**config.mk**
```make
export PLATFORM = sky130hd
export DESIGN_NAME = copy_request_queue_with_tagged_handles_flat
export DESIGN_NICKNAME = d
export VERILOG_FILES = /design/src/crq_pkg.sv /design/src/crq_channels.sv /design/src/crq_ctrl.sv /design/src/crq_dpath.sv /design/src/copy_request_queue_with_tagged_handles.sv /design/src/flat_wrapper.sv
export SDC_FILE = /design/constraint.sdc
export NUM_CORES = 1
export LEC_CHECK = 0
export ABC_AREA = 1
export BUFFER_PORTS_ARGS = -buffer_cell sky130_fd_sc_hd__buf_2
export CORE_ASPECT_RATIO = 1.75
export CORE_UTILIZATION = 35
export CTS_BUF_LIST = sky130_fd_sc_hd__clkbuf_4 sky130_fd_sc_hd__clkbuf_8
export CTS_CLUSTER_SIZE = 25
export DETAILED_ROUTE_END_ITERATION = 8
export SYNTH_ARGS = -nofsm -noshare
export SYNTH_HDL_FRONTEND = slang
export SYNTH_SLANG_ARGS = --single-unit
```
**constraint.sdc**
```tcl
create_clock -name clock -period 23.3 [get_ports clock]
set_clock_uncertainty 0.15 [all_clocks]
set_input_delay 2.33 -clock clock [delete_from_list [all_inputs] [get_ports clock]]
set_output_delay 2.33 -clock clock [all_outputs]
set_load 0.02 [all_outputs]
```
**src/crq_pkg.sv**
```systemverilog
`timescale 1ns / 1ps

package crq_pkg;

   // Fixed field widths of the request and result beats.
   localparam int ADDR_W   = 32;
   localparam int WORDS_W  = 16;
   localparam int SEQ_W    = 16;
   localparam int HANDLE_W = 32;
   localparam int KIND_W   = 2;

   // Item kinds carried on the request channel.
   typedef enum logic [KIND_W-1:0] {
      KIND_SUBMIT   = 2'd0,
      KIND_COMPLETE = 2'd1,
      KIND_QUERY    = 2'd2
   } kind_type;

   // Controller states.
   typedef enum logic [1:0] {
      ST_IDLE,
      ST_EXEC,
      ST_COLLECT
   } state_type;

   // Where the start fields of a result come from.
   typedef enum logic [1:0] {
      START_NONE,
      START_INPUT,
      START_MEMORY
   } start_sel_type;

   // One request beat.
   typedef struct packed {
      logic [KIND_W-1:0]   kind;
      logic [ADDR_W-1:0]   dest_address;
      logic [ADDR_W-1:0]   src_address;
      logic [WORDS_W-1:0]  word_count;
      logic [HANDLE_W-1:0] query_handle;
   } req_item_type;

   // One result beat.
   typedef struct packed {
      logic [HANDLE_W-1:0] issued_handle;
      logic                start_valid;
      logic [ADDR_W-1:0]   start_dest;
      logic [ADDR_W-1:0]   start_src;
      logic [WORDS_W-1:0]  start_words;
      logic                query_done;
      logic                engine_busy;
   } rsp_item_type;

   // Stored copy request of one ring slot.
   typedef struct packed {
      logic [ADDR_W-1:0]  dest;
      logic [ADDR_W-1:0]  src;
      logic [WORDS_W-1:0] words;
   } entry_type;

   // Controller to datapath commands.
   typedef struct packed {
      logic capture;
      logic execute;
      logic load_out;
   } cmd_type;

   // Datapath to controller status.
   typedef struct packed {
      logic out_free;
   } status_type;

endpackage

```
**src/crq_channels.sv**
```systemverilog
`timescale 1ns / 1ps

// Request channel: submit, completion event or handle query.
interface crq_req_if;
   import crq_pkg::*;

   logic                valid;
   logic                ready;
   logic [KIND_W-1:0]   kind;
   logic [ADDR_W-1:0]   dest_address;
   logic [ADDR_W-1:0]   src_address;
   logic [WORDS_W-1:0]  word_count;
   logic [HANDLE_W-1:0] query_handle;

   modport source (
      output valid, kind, dest_address, src_address, word_count, query_handle,
      input  ready
   );
   modport sink (
      input  valid, kind, dest_address, src_address, word_count, query_handle,
      output ready
   );
endinterface

// Result channel: one beat per request beat.
interface crq_rsp_if;
   import crq_pkg::*;

   logic                valid;
   logic                ready;
   logic [HANDLE_W-1:0] issued_handle;
   logic                start_valid;
   logic [ADDR_W-1:0]   start_dest;
   logic [ADDR_W-1:0]   start_src;
   logic [WORDS_W-1:0]  start_words;
   logic                query_done;
   logic                engine_busy;

   modport source (
      output valid, issued_handle, start_valid, start_dest, start_src, start_words,
             query_done, engine_busy,
      input  ready
   );
   modport sink (
      input  valid, issued_handle, start_valid, start_dest, start_src, start_words,
             query_done, engine_busy,
      output ready
   );
endinterface

```
**src/crq_ctrl.sv**
```systemverilog
`timescale 1ns / 1ps

module crq_ctrl (
   input  logic                clock,
   input  logic                reset,
   input  logic                req_valid,
   output logic                req_ready,
   input  crq_pkg::status_type status,
   output crq_pkg::cmd_type    cmd
);
   import crq_pkg::*;

   state_type state_ff;
   state_type state_in;

   // State register.
   always_ff @(posedge clock) begin
      if (reset) begin
         state_ff <= ST_IDLE;
      end else begin
         state_ff <= state_in;
      end
   end

   // Next state: capture a beat, execute it, then hand the result over.
   always_comb begin
      state_in = state_ff;
      case (state_ff)
         ST_IDLE: begin
            if (req_valid) begin
               state_in = ST_EXEC;
            end
         end
         ST_EXEC: begin
            state_in = ST_COLLECT;
         end
         ST_COLLECT: begin
            if (status.out_free) begin
               state_in = ST_IDLE;
            end
         end
         default: begin
            state_in = ST_IDLE;
         end
      endcase
   end

   // Commands to the datapath.
   always_comb begin
      req_ready   = 1'b0;
      cmd.capture  = 1'b0;
      cmd.execute  = 1'b0;
      cmd.load_out = 1'b0;
      case (state_ff)
         ST_IDLE: begin
            req_ready   = 1'b1;
            cmd.capture = req_valid;
         end
         ST_EXEC: begin
            cmd.execute = 1'b1;
         end
         ST_COLLECT: begin
            cmd.load_out = status.out_free;
         end
         default: begin
            req_ready = 1'b0;
         end
      endcase
   end

endmodule

```
**src/crq_dpath.sv**
```systemverilog
`timescale 1ns / 1ps

module crq_dpath #(
   parameter int QUEUE_DEPTH = 8
) (
   input  logic                  clock,
   input  logic                  reset,
   input  crq_pkg::cmd_type      cmd,
   output crq_pkg::status_type   status,
   input  crq_pkg::req_item_type req_item,
   output logic                  rsp_valid,
   input  logic                  rsp_ready,
   output crq_pkg::rsp_item_type rsp_item
);
   import crq_pkg::*;

   localparam int IDX_W = (QUEUE_DEPTH > 1) ? $clog2(QUEUE_DEPTH) : 1;
   localparam int OCC_W = $clog2(QUEUE_DEPTH + 1);
   localparam logic [IDX_W-1:0] LAST_SLOT  = IDX_W'(QUEUE_DEPTH - 1);
   localparam logic [OCC_W-1:0] FULL_COUNT = OCC_W'(QUEUE_DEPTH);
   localparam logic [SEQ_W-1:0] SLOT_LIMIT = SEQ_W'(QUEUE_DEPTH);

   // Captured request beat.
   req_item_type in_ff;

   // Ring pointers, fill count, sequence counter, engine flag and per-slot done and valid bits.
   logic [IDX_W-1:0]       head_ff, head_in;
   logic [IDX_W-1:0]       tail_ff, tail_in;
   logic [OCC_W-1:0]       occ_ff, occ_in;
   logic [SEQ_W-1:0]       next_seq_ff, next_seq_in;
   logic                   busy_ff, busy_in;
   logic [QUEUE_DEPTH-1:0] done_ff, done_in;
   logic [QUEUE_DEPTH-1:0] seq_valid_ff, seq_valid_in;

   // Slot storage.
   entry_type        pay_mem [QUEUE_DEPTH];
   logic [SEQ_W-1:0] seq_mem [QUEUE_DEPTH];
   entry_type        pay_rd_ff;
   logic [SEQ_W-1:0] seq_rd_ff;
   logic             seq_rd_valid_ff;
   logic             done_rd_ff;

   // Execute results kept for the collect step.
   logic [HANDLE_W-1:0] handle_ff, handle_in;
   start_sel_type       start_sel_ff, start_sel_in;
   logic                query_ok_ff, query_ok_in;

   // Output register.
   logic         rsp_valid_ff;
   rsp_item_type rsp_ff, rsp_in;

   // Decoded request.
   logic             is_submit, is_complete, is_query;
   logic             submit_ok, complete_ok;
   logic [IDX_W-1:0] head_adv, tail_adv, query_idx;
   logic [SEQ_W-1:0] seq_plus, query_slot, query_seq, stored_seq;

   assign is_submit   = (in_ff.kind == KIND_SUBMIT);
   assign is_complete = (in_ff.kind == KIND_COMPLETE);
   assign is_query    = (in_ff.kind == KIND_QUERY);
   assign submit_ok   = is_submit && (in_ff.word_count != '0) && (occ_ff != FULL_COUNT);
   assign complete_ok = is_complete && busy_ff && (occ_ff != '0);

   assign head_adv = (head_ff == LAST_SLOT) ? '0 : head_ff + 1'b1;
   assign tail_adv = (tail_ff == LAST_SLOT) ? '0 : tail_ff + 1'b1;
   assign seq_plus = next_seq_ff + 1'b1;

   assign query_slot = in_ff.query_handle[SEQ_W-1:0];
   assign query_seq  = in_ff.query_handle[HANDLE_W-1:SEQ_W];
   assign query_idx  = query_slot[IDX_W-1:0];

   // Capture the accepted beat.
   always_ff @(posedge clock) begin
      if (cmd.capture) begin
         in_ff <= req_item;
      end
   end

   // State update of the execute step.
   always_comb begin
      head_in      = head_ff;
      tail_in      = tail_ff;
      occ_in       = occ_ff;
      next_seq_in  = next_seq_ff;
      busy_in      = busy_ff;
      done_in      = done_ff;
      seq_valid_in = seq_valid_ff;
      handle_in    = '0;
      start_sel_in = START_NONE;
      query_ok_in  = is_query && (in_ff.query_handle != '0) && (query_slot < SLOT_LIMIT);
      if (submit_ok) begin
         handle_in             = {next_seq_ff, SEQ_W'(head_ff)};
         seq_valid_in[head_ff] = 1'b1;
         done_in[head_ff]      = 1'b0;
         next_seq_in           = (seq_plus == '0) ? SEQ_W'(1) : seq_plus;
         head_in               = head_adv;
         occ_in                = occ_ff + 1'b1;
         // An idle engine implies an empty ring, so the new entry is the oldest.
         if (!busy_ff) begin
            busy_in      = 1'b1;
            start_sel_in = START_INPUT;
         end
      end else if (complete_ok) begin
         done_in[tail_ff] = 1'b1;
         tail_in          = tail_adv;
         occ_in           = occ_ff - 1'b1;
         if (occ_ff == OCC_W'(1)) begin
            busy_in = 1'b0;
         end else begin
            start_sel_in = START_MEMORY;
         end
      end
   end

   // Control registers.
   always_ff @(posedge clock) begin
      if (reset) begin
         head_ff      <= '0;
         tail_ff      <= '0;
         occ_ff       <= '0;
         next_seq_ff  <= SEQ_W'(1);
         busy_ff      <= 1'b0;
         done_ff      <= '0;
         seq_valid_ff <= '0;
      end else if (cmd.execute) begin
         head_ff      <= head_in;
         tail_ff      <= tail_in;
         occ_ff       <= occ_in;
         next_seq_ff  <= next_seq_in;
         busy_ff      <= busy_in;
         done_ff      <= done_in;
         seq_valid_ff <= seq_valid_in;
      end
   end

   // Execute results.
   always_ff @(posedge clock) begin
      if (cmd.execute) begin
         handle_ff    <= handle_in;
         start_sel_ff <= start_sel_in;
         query_ok_ff  <= query_ok_in;
      end
   end

   // Slot memories: write at the head, read the next oldest and the queried slot.
   always_ff @(posedge clock) begin
      if (cmd.execute) begin
         if (submit_ok) begin
            pay_mem[head_ff] <= '{dest: in_ff.dest_address, src: in_ff.src_address,
                                  words: in_ff.word_count};
            seq_mem[head_ff] <= next_seq_ff;
         end
         pay_rd_ff       <= pay_mem[tail_adv];
         seq_rd_ff       <= seq_mem[query_idx];
         seq_rd_valid_ff <= seq_valid_ff[query_idx];
         done_rd_ff      <= done_ff[query_idx];
      end
   end

   // Compose the result beat.
   assign stored_seq = seq_rd_valid_ff ? seq_rd_ff : '0;

   always_comb begin
      rsp_in               = '0;
      rsp_in.issued_handle = handle_ff;
      rsp_in.engine_busy   = busy_ff;
      rsp_in.query_done    = query_ok_ff && (stored_seq == query_seq) && done_rd_ff;
      case (start_sel_ff)
         START_INPUT: begin
            rsp_in.start_valid = 1'b1;
            rsp_in.start_dest  = in_ff.dest_address;
            rsp_in.start_src   = in_ff.src_address;
            rsp_in.start_words = in_ff.word_count;
         end
         START_MEMORY: begin
            rsp_in.start_valid = 1'b1;
            rsp_in.start_dest  = pay_rd_ff.dest;
            rsp_in.start_src   = pay_rd_ff.src;
            rsp_in.start_words = pay_rd_ff.words;
         end
         default: begin
            rsp_in.start_valid = 1'b0;
         end
      endcase
   end

   // Output register and its valid flag.
   always_ff @(posedge clock) begin
      if (reset) begin
         rsp_valid_ff <= 1'b0;
      end else if (cmd.load_out) begin
         rsp_valid_ff <= 1'b1;
      end else if (rsp_ready) begin
         rsp_valid_ff <= 1'b0;
      end
   end

   always_ff @(posedge clock) begin
      if (cmd.load_out) begin
         rsp_ff <= rsp_in;
      end
   end

   assign status.out_free = !rsp_valid_ff || rsp_ready;
   assign rsp_valid       = rsp_valid_ff;
   assign rsp_item        = rsp_ff;

endmodule

```
**src/copy_request_queue_with_tagged_handles.sv**
```systemverilog
// A result beat is registered in the output register; the controller walks capture,
// execute (ring update and registered slot read) and collect, which waits for a free
// output register, and takes no new request beat until the last one is collected.
// Reset (synchronous, active high) clears the ring pointers, fill count, busy flag,
// done and slot valid bits and sets the sequence counter to 1 at the next clock edge.
`timescale 1ns / 1ps

module copy_request_queue_with_tagged_handles #(
   parameter int QUEUE_DEPTH = 8
) (
   input logic       clock,
   input logic       reset,
   crq_req_if.sink   req_bus,
   crq_rsp_if.source rsp_bus
);
   import crq_pkg::*;

   cmd_type      cmd;
   status_type   status;
   req_item_type req_item;
   rsp_item_type rsp_item;
   logic         req_ready;
   logic         rsp_valid;

   // Pack the request beat.
   assign req_item.kind         = req_bus.kind;
   assign req_item.dest_address = req_bus.dest_address;
   assign req_item.src_address  = req_bus.src_address;
   assign req_item.word_count   = req_bus.word_count;
   assign req_item.query_handle = req_bus.query_handle;
   assign req_bus.ready         = req_ready;

   crq_ctrl u_ctrl (
      .clock     (clock),
      .reset     (reset),
      .req_valid (req_bus.valid),
      .req_ready (req_ready),
      .status    (status),
      .cmd       (cmd)
   );

   crq_dpath #(
      .QUEUE_DEPTH (QUEUE_DEPTH)
   ) u_dpath (
      .clock     (clock),
      .reset     (reset),
      .cmd       (cmd),
      .status    (status),
      .req_item  (req_item),
      .rsp_valid (rsp_valid),
      .rsp_ready (rsp_bus.ready),
      .rsp_item  (rsp_item)
   );

   // Unpack the result beat.
   assign rsp_bus.valid         = rsp_valid;
   assign rsp_bus.issued_handle = rsp_item.issued_handle;
   assign rsp_bus.start_valid   = rsp_item.start_valid;
   assign rsp_bus.start_dest    = rsp_item.start_dest;
   assign rsp_bus.start_src     = rsp_item.start_src;
   assign rsp_bus.start_words   = rsp_item.start_words;
   assign rsp_bus.query_done    = rsp_item.query_done;
   assign rsp_bus.engine_busy   = rsp_item.engine_busy;

endmodule

```
**src/flat_wrapper.sv**
```systemverilog
// flat-port wrapper written by rule: the top's interface ports become plain ports
module copy_request_queue_with_tagged_handles_flat import crq_pkg::*;
#(
   parameter int QUEUE_DEPTH = 8
)
  (clock, reset, req_bus_valid, req_bus_kind, req_bus_dest_address, req_bus_src_address, req_bus_word_count, req_bus_query_handle, req_bus_ready, rsp_bus_valid, rsp_bus_issued_handle, rsp_bus_start_valid, rsp_bus_start_dest, rsp_bus_start_src, rsp_bus_start_words, rsp_bus_query_done, rsp_bus_engine_busy, rsp_bus_ready);
  crq_req_if req_bus_i ();
  crq_rsp_if rsp_bus_i ();
  input logic clock;
  input logic reset;
  input wire logic [$bits(req_bus_i.valid)-1:0] req_bus_valid;
  input wire logic [$bits(req_bus_i.kind)-1:0] req_bus_kind;
  input wire logic [$bits(req_bus_i.dest_address)-1:0] req_bus_dest_address;
  input wire logic [$bits(req_bus_i.src_address)-1:0] req_bus_src_address;
  input wire logic [$bits(req_bus_i.word_count)-1:0] req_bus_word_count;
  input wire logic [$bits(req_bus_i.query_handle)-1:0] req_bus_query_handle;
  output wire logic [$bits(req_bus_i.ready)-1:0] req_bus_ready;
  output wire logic [$bits(rsp_bus_i.valid)-1:0] rsp_bus_valid;
  output wire logic [$bits(rsp_bus_i.issued_handle)-1:0] rsp_bus_issued_handle;
  output wire logic [$bits(rsp_bus_i.start_valid)-1:0] rsp_bus_start_valid;
  output wire logic [$bits(rsp_bus_i.start_dest)-1:0] rsp_bus_start_dest;
  output wire logic [$bits(rsp_bus_i.start_src)-1:0] rsp_bus_start_src;
  output wire logic [$bits(rsp_bus_i.start_words)-1:0] rsp_bus_start_words;
  output wire logic [$bits(rsp_bus_i.query_done)-1:0] rsp_bus_query_done;
  output wire logic [$bits(rsp_bus_i.engine_busy)-1:0] rsp_bus_engine_busy;
  input wire logic [$bits(rsp_bus_i.ready)-1:0] rsp_bus_ready;
  assign req_bus_i.valid = req_bus_valid;
  assign req_bus_i.kind = req_bus_kind;
  assign req_bus_i.dest_address = req_bus_dest_address;
  assign req_bus_i.src_address = req_bus_src_address;
  assign req_bus_i.word_count = req_bus_word_count;
  assign req_bus_i.query_handle = req_bus_query_handle;
  assign req_bus_ready = req_bus_i.ready;
  assign rsp_bus_valid = rsp_bus_i.valid;
  assign rsp_bus_issued_handle = rsp_bus_i.issued_handle;
  assign rsp_bus_start_valid = rsp_bus_i.start_valid;
  assign rsp_bus_start_dest = rsp_bus_i.start_dest;
  assign rsp_bus_start_src = rsp_bus_i.start_src;
  assign rsp_bus_start_words = rsp_bus_i.start_words;
  assign rsp_bus_query_done = rsp_bus_i.query_done;
  assign rsp_bus_engine_busy = rsp_bus_i.engine_busy;
  assign rsp_bus_i.ready = rsp_bus_ready;
  copy_request_queue_with_tagged_handles #(.QUEUE_DEPTH(QUEUE_DEPTH)) u_core (.clock(clock), .reset(reset), .req_bus(req_bus_i), .rsp_bus(rsp_bus_i));
endmodule
```
==> impl_summary.txt, run 1 <==
----------------------------------------------------
[Die]
  Floorplan die area ... 126000 µm²
  Core footprint ... 124000 µm²
  Horizontal die dimension ... 269 µm
  Starting utilization of the core area ... 35.2%
  Boundary Pins ... 235
  Number of rows created at floorplan ... 171
  Overall die height ... 469 µm

[Timing]
  Final hold viol count ... 0
  Number of pins with negative max-slew slack in the final report ... 0
  Least-Margin Pin Slew ... 1.24 ns
  Total setup violations reported at the end of the flow ... 0
  Worst hold slack after final layout ... 0.269 ns
  Setup TNS ... 0 ns
  Period utilisation layout ... 19.8%
  RSZ-0062 raised after global routing ... false
  Relative max-transition margin ... 17.5%
  Maximum clock frequency ... 0.216 GHz
  Final min period ... 4.62 ns

[Global route]
  Global-route wire length before repair ... 163000 µm
  Via count of the first global-routing pass ... 26300
  GR Util All Layers ... 17.4%
  Number of antenna violations at the first check in global routing ... 10
  Overall overflow remaining after global route ... 0
  Maximum number of pins on one net before global-route repair ... 214

[Place]
  HPWL after detailed placement ... 58900 µm
  GP Congestion ... 0.796
  Port buffer count ... 221

[Route]
  DRC violation total after the first TritonRoute iteration ... 2229
  Vias after detailed routing ... 26200
  Post-DR vias/cell ... 5.17
  Total length of routed wires ... 110000 µm
  Wirelength per Cell ... 21.7 µm
  Remaining DRCs ... 0
  Count of TritonRoute iterations in the first routing pass ... 5
  DRT antenna net count ... 0

[Worst hold path]
  Min-delay worst type ... flop to flop

[Critical path]
  Worst endpoint data arrival time ... 4.92 ns
  Largest fanout on the critical path ... 52
  Startpoint type of the worst setup path ... flop
  Start-to-end type of the worst setup path ... flop to flop
  Required time worst endpoint ... 23.59 ns
  Capturing element type of the critical path ... flop

[Power and ir drop]
  Power per unit of standard cell area ... 81.0 nW/µm²
  Highest ir drop seen on vdd ... 0.0000499 V
  Reported leakage power ... 0.0162 µW

[Layout]
  Final #Nets ... 3425
  Proportion of layout cells with a drive suffix above 1 ... 16.4%
  Area growth syn-to-layout ... 13.4%

[Synthesis]
  Commonest cells in the netlist ... sky130_fd_sc_hd__edfxtp_1 (1104), sky130_fd_sc_hd__nand2_1 (587), sky130_fd_sc_hd__nor2_1 (197)
  Yosys top cell area share ... 76.1%
  Most area-consuming cells after synthesis ... sky130_fd_sc_hd__edfxtp_1 (76%), sky130_fd_sc_hd__nand2_1 (5.1%), sky130_fd_sc_hd__o221ai_1 (3.2%)
  Syn Area/Cell ... 14.2 µm²
  Dominant synthesized flop cell ... sky130_fd_sc_hd__edfxtp_1
  Warning count from the yosys run ... 0
  Seq/Total Area, Yosys ... 78.2%
  Cell variety after synth ... 44
  Mux contribution to synthesized area ... 0%
  Number of synthesized flops with an enable pin ... 1104
  Number of register bits inferred by synthesis ... 1150
  Simple logic cell fraction of the synthesized area ... 9.63%
  Most common cell in the synthesized netlist ... sky130_fd_sc_hd__edfxtp_1
  Top cell type by total area after synthesis ... sky130_fd_sc_hd__edfxtp_1
  Synth Area in Compound Gates ... 8.95%
  Synthesized netlist cell count ... 3068
  Main combinational cell family by area after synthesis ... simple AND/OR/NAND/NOR gates
  Synthesized-area fraction occupied by xor and xnor cells ... 0.241%
  Netlist area before placement ... 43600 µm²
  Proportion of register bits with asynchronous set or reset after synthesis ... 0%
  Synth Area in Adders ... 0.287%

[Clock tree]
  H-Tree Level Count ... 4
  Clock insertion delay at the later pin of the skew report ... 0.86 ns
  Number of buffers on the longest clock path ... 3
  CTS sink count ... 1150
  Number of cells upsized or downsized after cts ... 0
  Post-CTS setup buffer count ... 0
  Hold-fix buffer count after cts ... 0
  Total clock buffers created by CTS ... 163
  TritonCTS clock tree ... yes
  Clock root buffer ... sky130_fd_sc_hd__clkbuf_8
  Clock transition at the register clock pins on the worst setup and hold paths after CTS ... 0.07 ns

[Outcome]
  Status ... complete, no violations

[Flow run]
  Max-capacitance violation count ... 0

----------------------------------------------------
-- layout make-up --
cell class                 instances  area (µm²)
fill                           11500       74400
timing repair buffer             255        1390
inverter                          77         339
tap                             1643        2060
clock inverter                    90         593
sequential                      1150       34100
antenna                            3        7.51
multi-input combinational       1650        8430
clock buffer                     204        2560
-- power breakdown --
group          switching, µW  total [µW]  leakage [µW]  internal [µW]
sequential              36.0        2340        0.0105           2300
combinational           80.5         109       0.00405           28.9
clock                    776        1560       0.00165            783
total                    892        4010        0.0162           3110
-- through the flow --
| step | total power (µW) | cell area (µm²) | util [%] | cells | worst slack, ns |
|---|---|---|---|---|---|
| floorplan | 2430 | 43600 | - | 3080 | 12.37 |
| global placement | 2490 | 46300 | 37.4 | 4775 | 18.54 |
| detailed placement | 2490 | 46300 | 37.4 | 4775 | 18.50 |
| CTS | 4060 | 49400 | 39.9 | 5069 | 18.62 |
| global route | 4150 | 49400 | 39.9 | 5070 | 18.30 |
| finish | 4010 | 49400 | 39.9 | 5072 | 18.68 |
-- layout by cell type, fill, tap and decap left out, drive strengths merged, types with 3 or more instances in the layout --
master,instances
bufinv,5
a31o,24
dfxtp,46
clkinvlp,4
xor2,4
o22ai,18
ha,10
clkbuf,204
nand2,589
nor4,9
xnor2,8
inv,81
nand4,9
a31oi,75
nor2,201
o221ai,160
nand3,188
nand3b,5
o21a,6
o21ai,107
buf,255
edfxtp,1104
conb,13
a21oi,196
diode,3
nor3,17
clkinv,77
a211oi,5
-- final timing paths --
| path | start | endpoint | slack [ns] | cells past startpoint |
|---|---|---|---|---|
| setup reg to reg | u_core.u_dpath.occ_ff[0] | u_core.u_dpath.pay_mem[6][37] | 18.68 | 12 |
| setup / recovery | u_core.u_dpath.occ_ff[0] | u_core.u_dpath.pay_mem[6][37] | 18.68 | 12 |
| hold / removal | u_core.u_dpath.handle_ff[19] | u_core.u_dpath.rsp_item[102] | 0.27 | 0 |
| hold reg to reg | u_core.u_dpath.handle_ff[19] | u_core.u_dpath.rsp_item[102] | 0.27 | 0 |
-- state kept, by name (all words and copies together), names as in the netlist --
name	cells
u_core.u_dpath.pay_mem	640
u_core.u_dpath.seq_mem	128
u_core.u_dpath.in_ff	114
u_core.u_dpath.rsp_item	102
u_core.u_dpath.pay_rd_ff	80
u_core.u_dpath.handle_ff	19
u_core.u_dpath.next_seq_ff	16
u_core.u_dpath.seq_rd_ff	16
u_core.u_dpath.done_ff	8
u_core.u_dpath.seq_valid_ff	8
u_core.u_dpath.occ_ff	4
u_core.u_dpath.head_ff	3
u_core.u_dpath.tail_ff	3
u_core.u_ctrl.state_ff	2
u_core.u_dpath.start_sel_ff	2
u_core.u_dpath.busy_ff	1
u_core.u_dpath.done_rd_ff	1
u_core.u_dpath.query_ok_ff	1
u_core.u_dpath.rsp_valid	1
u_core.u_dpath.seq_rd_valid_ff	1
-- cell families (layout without fill, tap and decap cells) --
logic type,count (synthesis),in the layout
xor gates and xnor gates,12,12
buffers and inverters,280,626
AOI/OAI and AO/OA,596,596
adders and majority gates,10,10
and+or+nand+nor,1019,1019
DFF,1150,1150
other,1,16
-- layer usage --
| layer | wire length (µm) | up-vias | share of wire, % | GRT usage, % |
|---|---|---|---|---|
| met5 | 14 | - | 0.013 | 0 |
| met4 | 3430 | 2 | 3.1 | 6.58 |
| met3 | 6450 | 211 | 5.9 | 3.37 |
| met2 | 55000 | 868 | 50 | 29.8 |
| met1 | 45000 | 13200 | 41 | 21.6 |
| li1 | - | 12000 | - | - |
-- critical path, stage by stage (launching register included) --
cell and delay (ns):
sky130_fd_sc_hd__dfxtp_1 0.41, sky130_fd_sc_hd__inv_1 0.08, sky130_fd_sc_hd__ha_1 0.21, sky130_fd_sc_hd__inv_1 0.05, sky130_fd_sc_hd__nor2_1 0.06, sky130_fd_sc_hd__nand2_1 0.11
sky130_fd_sc_hd__nand3_2 0.08, sky130_fd_sc_hd__a21oi_2 0.45, sky130_fd_sc_hd__nand2_2 0.45, sky130_fd_sc_hd__inv_2 0.54, sky130_fd_sc_hd__nand2_1 0.24, sky130_fd_sc_hd__inv_6 0.47
sky130_fd_sc_hd__buf_4 0.82
Note: power is estimated with default switching activity, not from simulation.
==> run 2, diff against run 1 <==
==> constraint.sdc (replaced) <==
create_clock -name clock -period 3.9 [get_ports clock]
set_clock_uncertainty 0.15 [all_clocks]
set_input_delay 0.39 -clock clock [delete_from_list [all_inputs] [get_ports clock]]
set_output_delay 0.39 -clock clock [all_outputs]
set_load 0.02 [all_outputs]
==> run 2 against run 1 <==
- the flow now finishes with violations (DRC)
- clock-buffer cell count increased by 6
- largest cell class unchanged
- critical path depth down 3
- die area did not move
- combinational power grew to 7.4 times the previous value
- first-iteration DRC count increased by 1.5%
==> impl_summary.txt, run 2 (same netlist as run 1, synthesis figures left out) <==
----------------------------------------------------
[Route]
  Count of TritonRoute iterations in the first routing pass ... 7 (was 5)
  Post-DR vias/cell ... 5.08 (was 5.17)
  DRT antenna net count ... 0 (unchanged)
  Total length of routed wires ... 111000 µm (was 110000 µm)
  Wirelength per Cell ... 21.1 µm (was 21.7 µm)
  Remaining DRCs ... 4 (was 0)
  DRC violation total after the first TritonRoute iteration ... 2263 (was 2229)
  Vias after detailed routing ... 26800 (was 26200)

[Clock tree]
  CTS sink count ... 1150 (unchanged)
  Clock insertion delay at the later pin of the skew report ... 0.86 ns (about the same)
  Number of buffers on the longest clock path ... 3 (unchanged)
  Total clock buffers created by CTS ... 165 (was 163)
  Clock transition at the register clock pins on the worst setup and hold paths after CTS ... 0.06 ns (was 0.07 ns)
  Number of cells upsized or downsized after cts ... 0 (unchanged)
  TritonCTS clock tree ... yes (unchanged)
  H-Tree Level Count ... 4 (unchanged)
  Clock root buffer ... sky130_fd_sc_hd__clkbuf_8 (unchanged)

[Power and ir drop]
  Sequential Power Share ... 56.8% (was 58.4%)
  Share of power burned in combinational logic ... 3.3% (was 2.7%)
  Switching power ... 5470 µW (was 892 µW)
  Highest ir drop seen on vdd ... 0.000289 V (was 0.0000499 V)
  Reported leakage power ... 0.0172 µW (was 0.0162 µW)
  Power per unit of standard cell area ... 474 nW/µm² (was 81.0 nW/µm²)
  Internal power ... 19100 µW (was 3110 µW)
  Switching part of the total ... 22.2% (was 22.3%)
  Proportion of power drawn by the clock network ... 39.9% (was 38.9%)

[Timing]
  Least-Margin Pin Slew ... 1.29 ns (was 1.24 ns)
  Worst hold slack after final layout ... 0.0964 ns (was 0.269 ns)
  RSZ-0062 raised after global routing ... false (unchanged)
  Setup slack after layout ... 0.871 ns (was 18.68 ns)
  Final min period ... 3.03 ns (was 4.62 ns)
  Setup TNS ... 0 ns (unchanged)
  Period utilisation layout ... 77.7% (was 19.8%)
  Total setup violations reported at the end of the flow ... 0 (unchanged)
  Relative max-transition margin ... 13.7% (was 17.5%)
  Maximum clock frequency ... 0.330 GHz (was 0.216 GHz)
  Number of pins with negative max-slew slack in the final report ... 0 (unchanged)
  Final hold viol count ... 0 (unchanged)

[Die]
  Floorplan die area ... 126000 µm² (unchanged)
  Horizontal die dimension ... 269 µm (unchanged)
  Number of rows created at floorplan ... 171 (unchanged)
  Overall die height ... 469 µm (unchanged)
  Core footprint ... 124000 µm² (unchanged)
  Boundary Pins ... 235 (unchanged)
  Starting utilization of the core area ... 35.2% (unchanged)

[Critical path]
  Capturing element type of the critical path ... flop (unchanged)
  Beginning of the worst register-to-register path ... u_core.u_dpath.in_ff[42] (was u_core.u_dpath.occ_ff[0])
  Family of cells with the greatest summed delay on the critical path ... buffers and inverters (unchanged)
  Worst endpoint data arrival time ... 3.45 ns (was 4.92 ns)
  Required time worst endpoint ... 4.32 ns (was 23.59 ns)
  Series of cell instances along the critical path ... nor2_1, nand2_1, nor2_1, a21oi_2, nand2_2, inv_4, nand2_4, clkinvlp_4, buf_12 (was inv_1, ha_1, inv_1, nor2_1, nand2_1, nand3_2, a21oi_2, nand2_2, inv_2, nand2_1, inv_6, buf_4)
  Start-to-end type of the worst setup path ... flop to flop (unchanged)
  Worst r2r dst ... u_core.u_dpath.pay_mem[0][43] (was u_core.u_dpath.pay_mem[6][37])
  Flop-to-flop setup slack ... 0.87 ns (was 18.68 ns)
  Startpoint type of the worst setup path ... flop (unchanged)
  Most frequent CP cell ... sky130_fd_sc_hd__nor2_1
  Critical path's slowest cell ... sky130_fd_sc_hd__edfxtp_1 (was sky130_fd_sc_hd__buf_4)
  Largest fanout on the critical path ... 28 (was 52)
  Number of cells on the worst reg-to-reg path ... 9 (was 12)
  Total buffers and inverters traversed by the critical path ... 3 (was 5)
  CP max stage delay ... 0.51 ns (was 0.82 ns)

[Worst hold path]
  Hold Path Sink ... u_core.u_dpath.in_ff[59] (was u_core.u_dpath.rsp_item[102])
  Startpoint of the worst hold path ... req_bus_src_address[11] (was u_core.u_dpath.handle_ff[19])
  Min-Delay Path Depth ... 2 (was 0)
  Min-delay worst type ... input pin to flop (was flop to flop)

[Place]
  HPWL after detailed placement ... 61300 µm (was 58900 µm)
  Cell count after placement ... 4797 (was 4775)
  Post-place setup slack ... 0.863 ns (was 18.50 ns)
  GP Congestion ... 0.797 (was 0.796)
  Placed cell area ... 46900 µm² (was 46300 µm²)
  Port buffer count ... 221 (unchanged)

[Layout]
  Count of filler cells inserted in the layout ... 11300 (was 11500)
  Final standard cell area without fillers ... 51900 µm² (was 49400 µm²)
  Top reg by flops ... u_core.u_dpath.pay_mem (unchanged)
  Number of cells in the finished layout apart from fillers ... 5267 (was 5072)
  Highest-count cells in the layout ignoring fill and taps ... sky130_fd_sc_hd__edfxtp_1 (1104), sky130_fd_sc_hd__nand2_1 (582), sky130_fd_sc_hd__buf_2 (221) (was sky130_fd_sc_hd__edfxtp_1 (1104), sky130_fd_sc_hd__nand2_1 (587), sky130_fd_sc_hd__buf_2 (221))
  Proportion of layout cells with a drive suffix above 1 ... 17.1% (was 16.4%)
  Max FFs per register ... 640 (unchanged)
  Final #Nets ... 3617 (was 3425)
  Most common cell after layout, fill and taps aside ... sky130_fd_sc_hd__edfxtp_1 (unchanged)
  Area growth syn-to-layout ... 19.1% (was 13.4%)
  Largest registers ... u_core.u_dpath.pay_mem x640, u_core.u_dpath.seq_mem x128, u_core.u_dpath.in_ff x114 (unchanged)

[Flow run]
  Max-capacitance violation count ... 0 (unchanged)

[Global route]
  Maximum number of pins on one net before global-route repair ... 166 (was 214)
  Number of antenna violations at the first check in global routing ... 7 (was 10)
  Overall overflow remaining after global route ... 0 (unchanged)
  Global-route wire length before repair ... 164000 µm (was 163000 µm)
  Via count of the first global-routing pass ... 26800 (was 26300)
  GR Util All Layers ... 17.5% (was 17.4%)

[Outcome]
  Status ... finished, violations left (was complete, no violations)
  Failing checks ... DRC

----------------------------------------------------
[run 2: cell types whose count changed in the layout (fill, tap and decap cells not counted), moves of 3 or more]
cell,before,now
sky130_fd_sc_hd__clkinv_8,3,0
sky130_fd_sc_hd__clkinvlp_4,4,21
sky130_fd_sc_hd__inv_6,11,4
sky130_fd_sc_hd__clkinv_2,19,30
sky130_fd_sc_hd__dlygate4sd3_1,0,168
sky130_fd_sc_hd__clkinv_1,55,31
sky130_fd_sc_hd__nand2_1,587,582
sky130_fd_sc_hd__buf_4,32,25
sky130_fd_sc_hd__clkbuf_8,164,169
sky130_fd_sc_hd__nand2_4,0,4
sky130_fd_sc_hd__buf_12,2,31
sky130_fd_sc_hd__bufinv_16,5,9
[run 2: final cells by class]
cell class	instances	area, µm²	area share, %
clock inverters	90	723	1.39
flip-flops and latches	1150	34100	65.7
inverters	77	332	0.639
multi-input cells	1650	8480	16.3
repair buffers	445	3600	6.93
well taps	1643	2060	3.96
diodes	2	5.00	0.00964
clock buffers	210	2630	5.07
[run 2: layer usage]
metal | GRT usage [%] | share of wire (%)
met5 | 0 | 0
met4 | 6.33 | 2.9
met3 | 3.20 | 5.7
met2 | 30.4 | 51
met1 | 21.6 | 40
[run 2: worst max path at each step]
stage | slack [ns] | depth (start not counted) | startpoint | end
floorplan | -1.29 | 2 | u_core.u_ctrl.state_ff[1] | u_core.u_dpath.rsp_item[0]
global placement | 0.89 | 9 | u_core.u_dpath.in_ff[43] | u_core.u_dpath.pay_mem[0][61]
detailed placement | 0.86 | 9 | u_core.u_dpath.in_ff[42] | u_core.u_dpath.pay_mem[0][57]
CTS | 0.84 | 9 | u_core.u_dpath.in_ff[43] | u_core.u_dpath.pay_mem[0][55]
global route | 0.74 | 9 | u_core.u_dpath.in_ff[44] | u_core.u_dpath.pay_mem[0][65]
finish | 0.87 | 9 | u_core.u_dpath.in_ff[42] | u_core.u_dpath.pay_mem[0][43]
[run 2: per-stage QoR]
stage	power, µW	utilization (%)
CTS	24900	41.9
global placement	14900	37.8
detailed placement	14900	37.8
finish	24600	41.9
global route	25400	41.9
floorplan	14500	-
[run 2: power by group through the flow]
stage / Combinational, µW / Clock [µW] / Sequential (µW)
4_1_cts: 816 / 10100 / 14000
6_report: 806 / 9820 / 14000
3_3_place_gp: 680 / 0 / 14200
2_1_floorplan: 353 / 0 / 14200
5_1_grt: 880 / 10600 / 14000
3_5_place_dp: 683 / 0 / 14200
[run 2: what timing repair did]
action | CTS | global route
hold buffers | 168 | 0
hold endpoints to repair | 146 | 0
setup buffers | 0 | 0
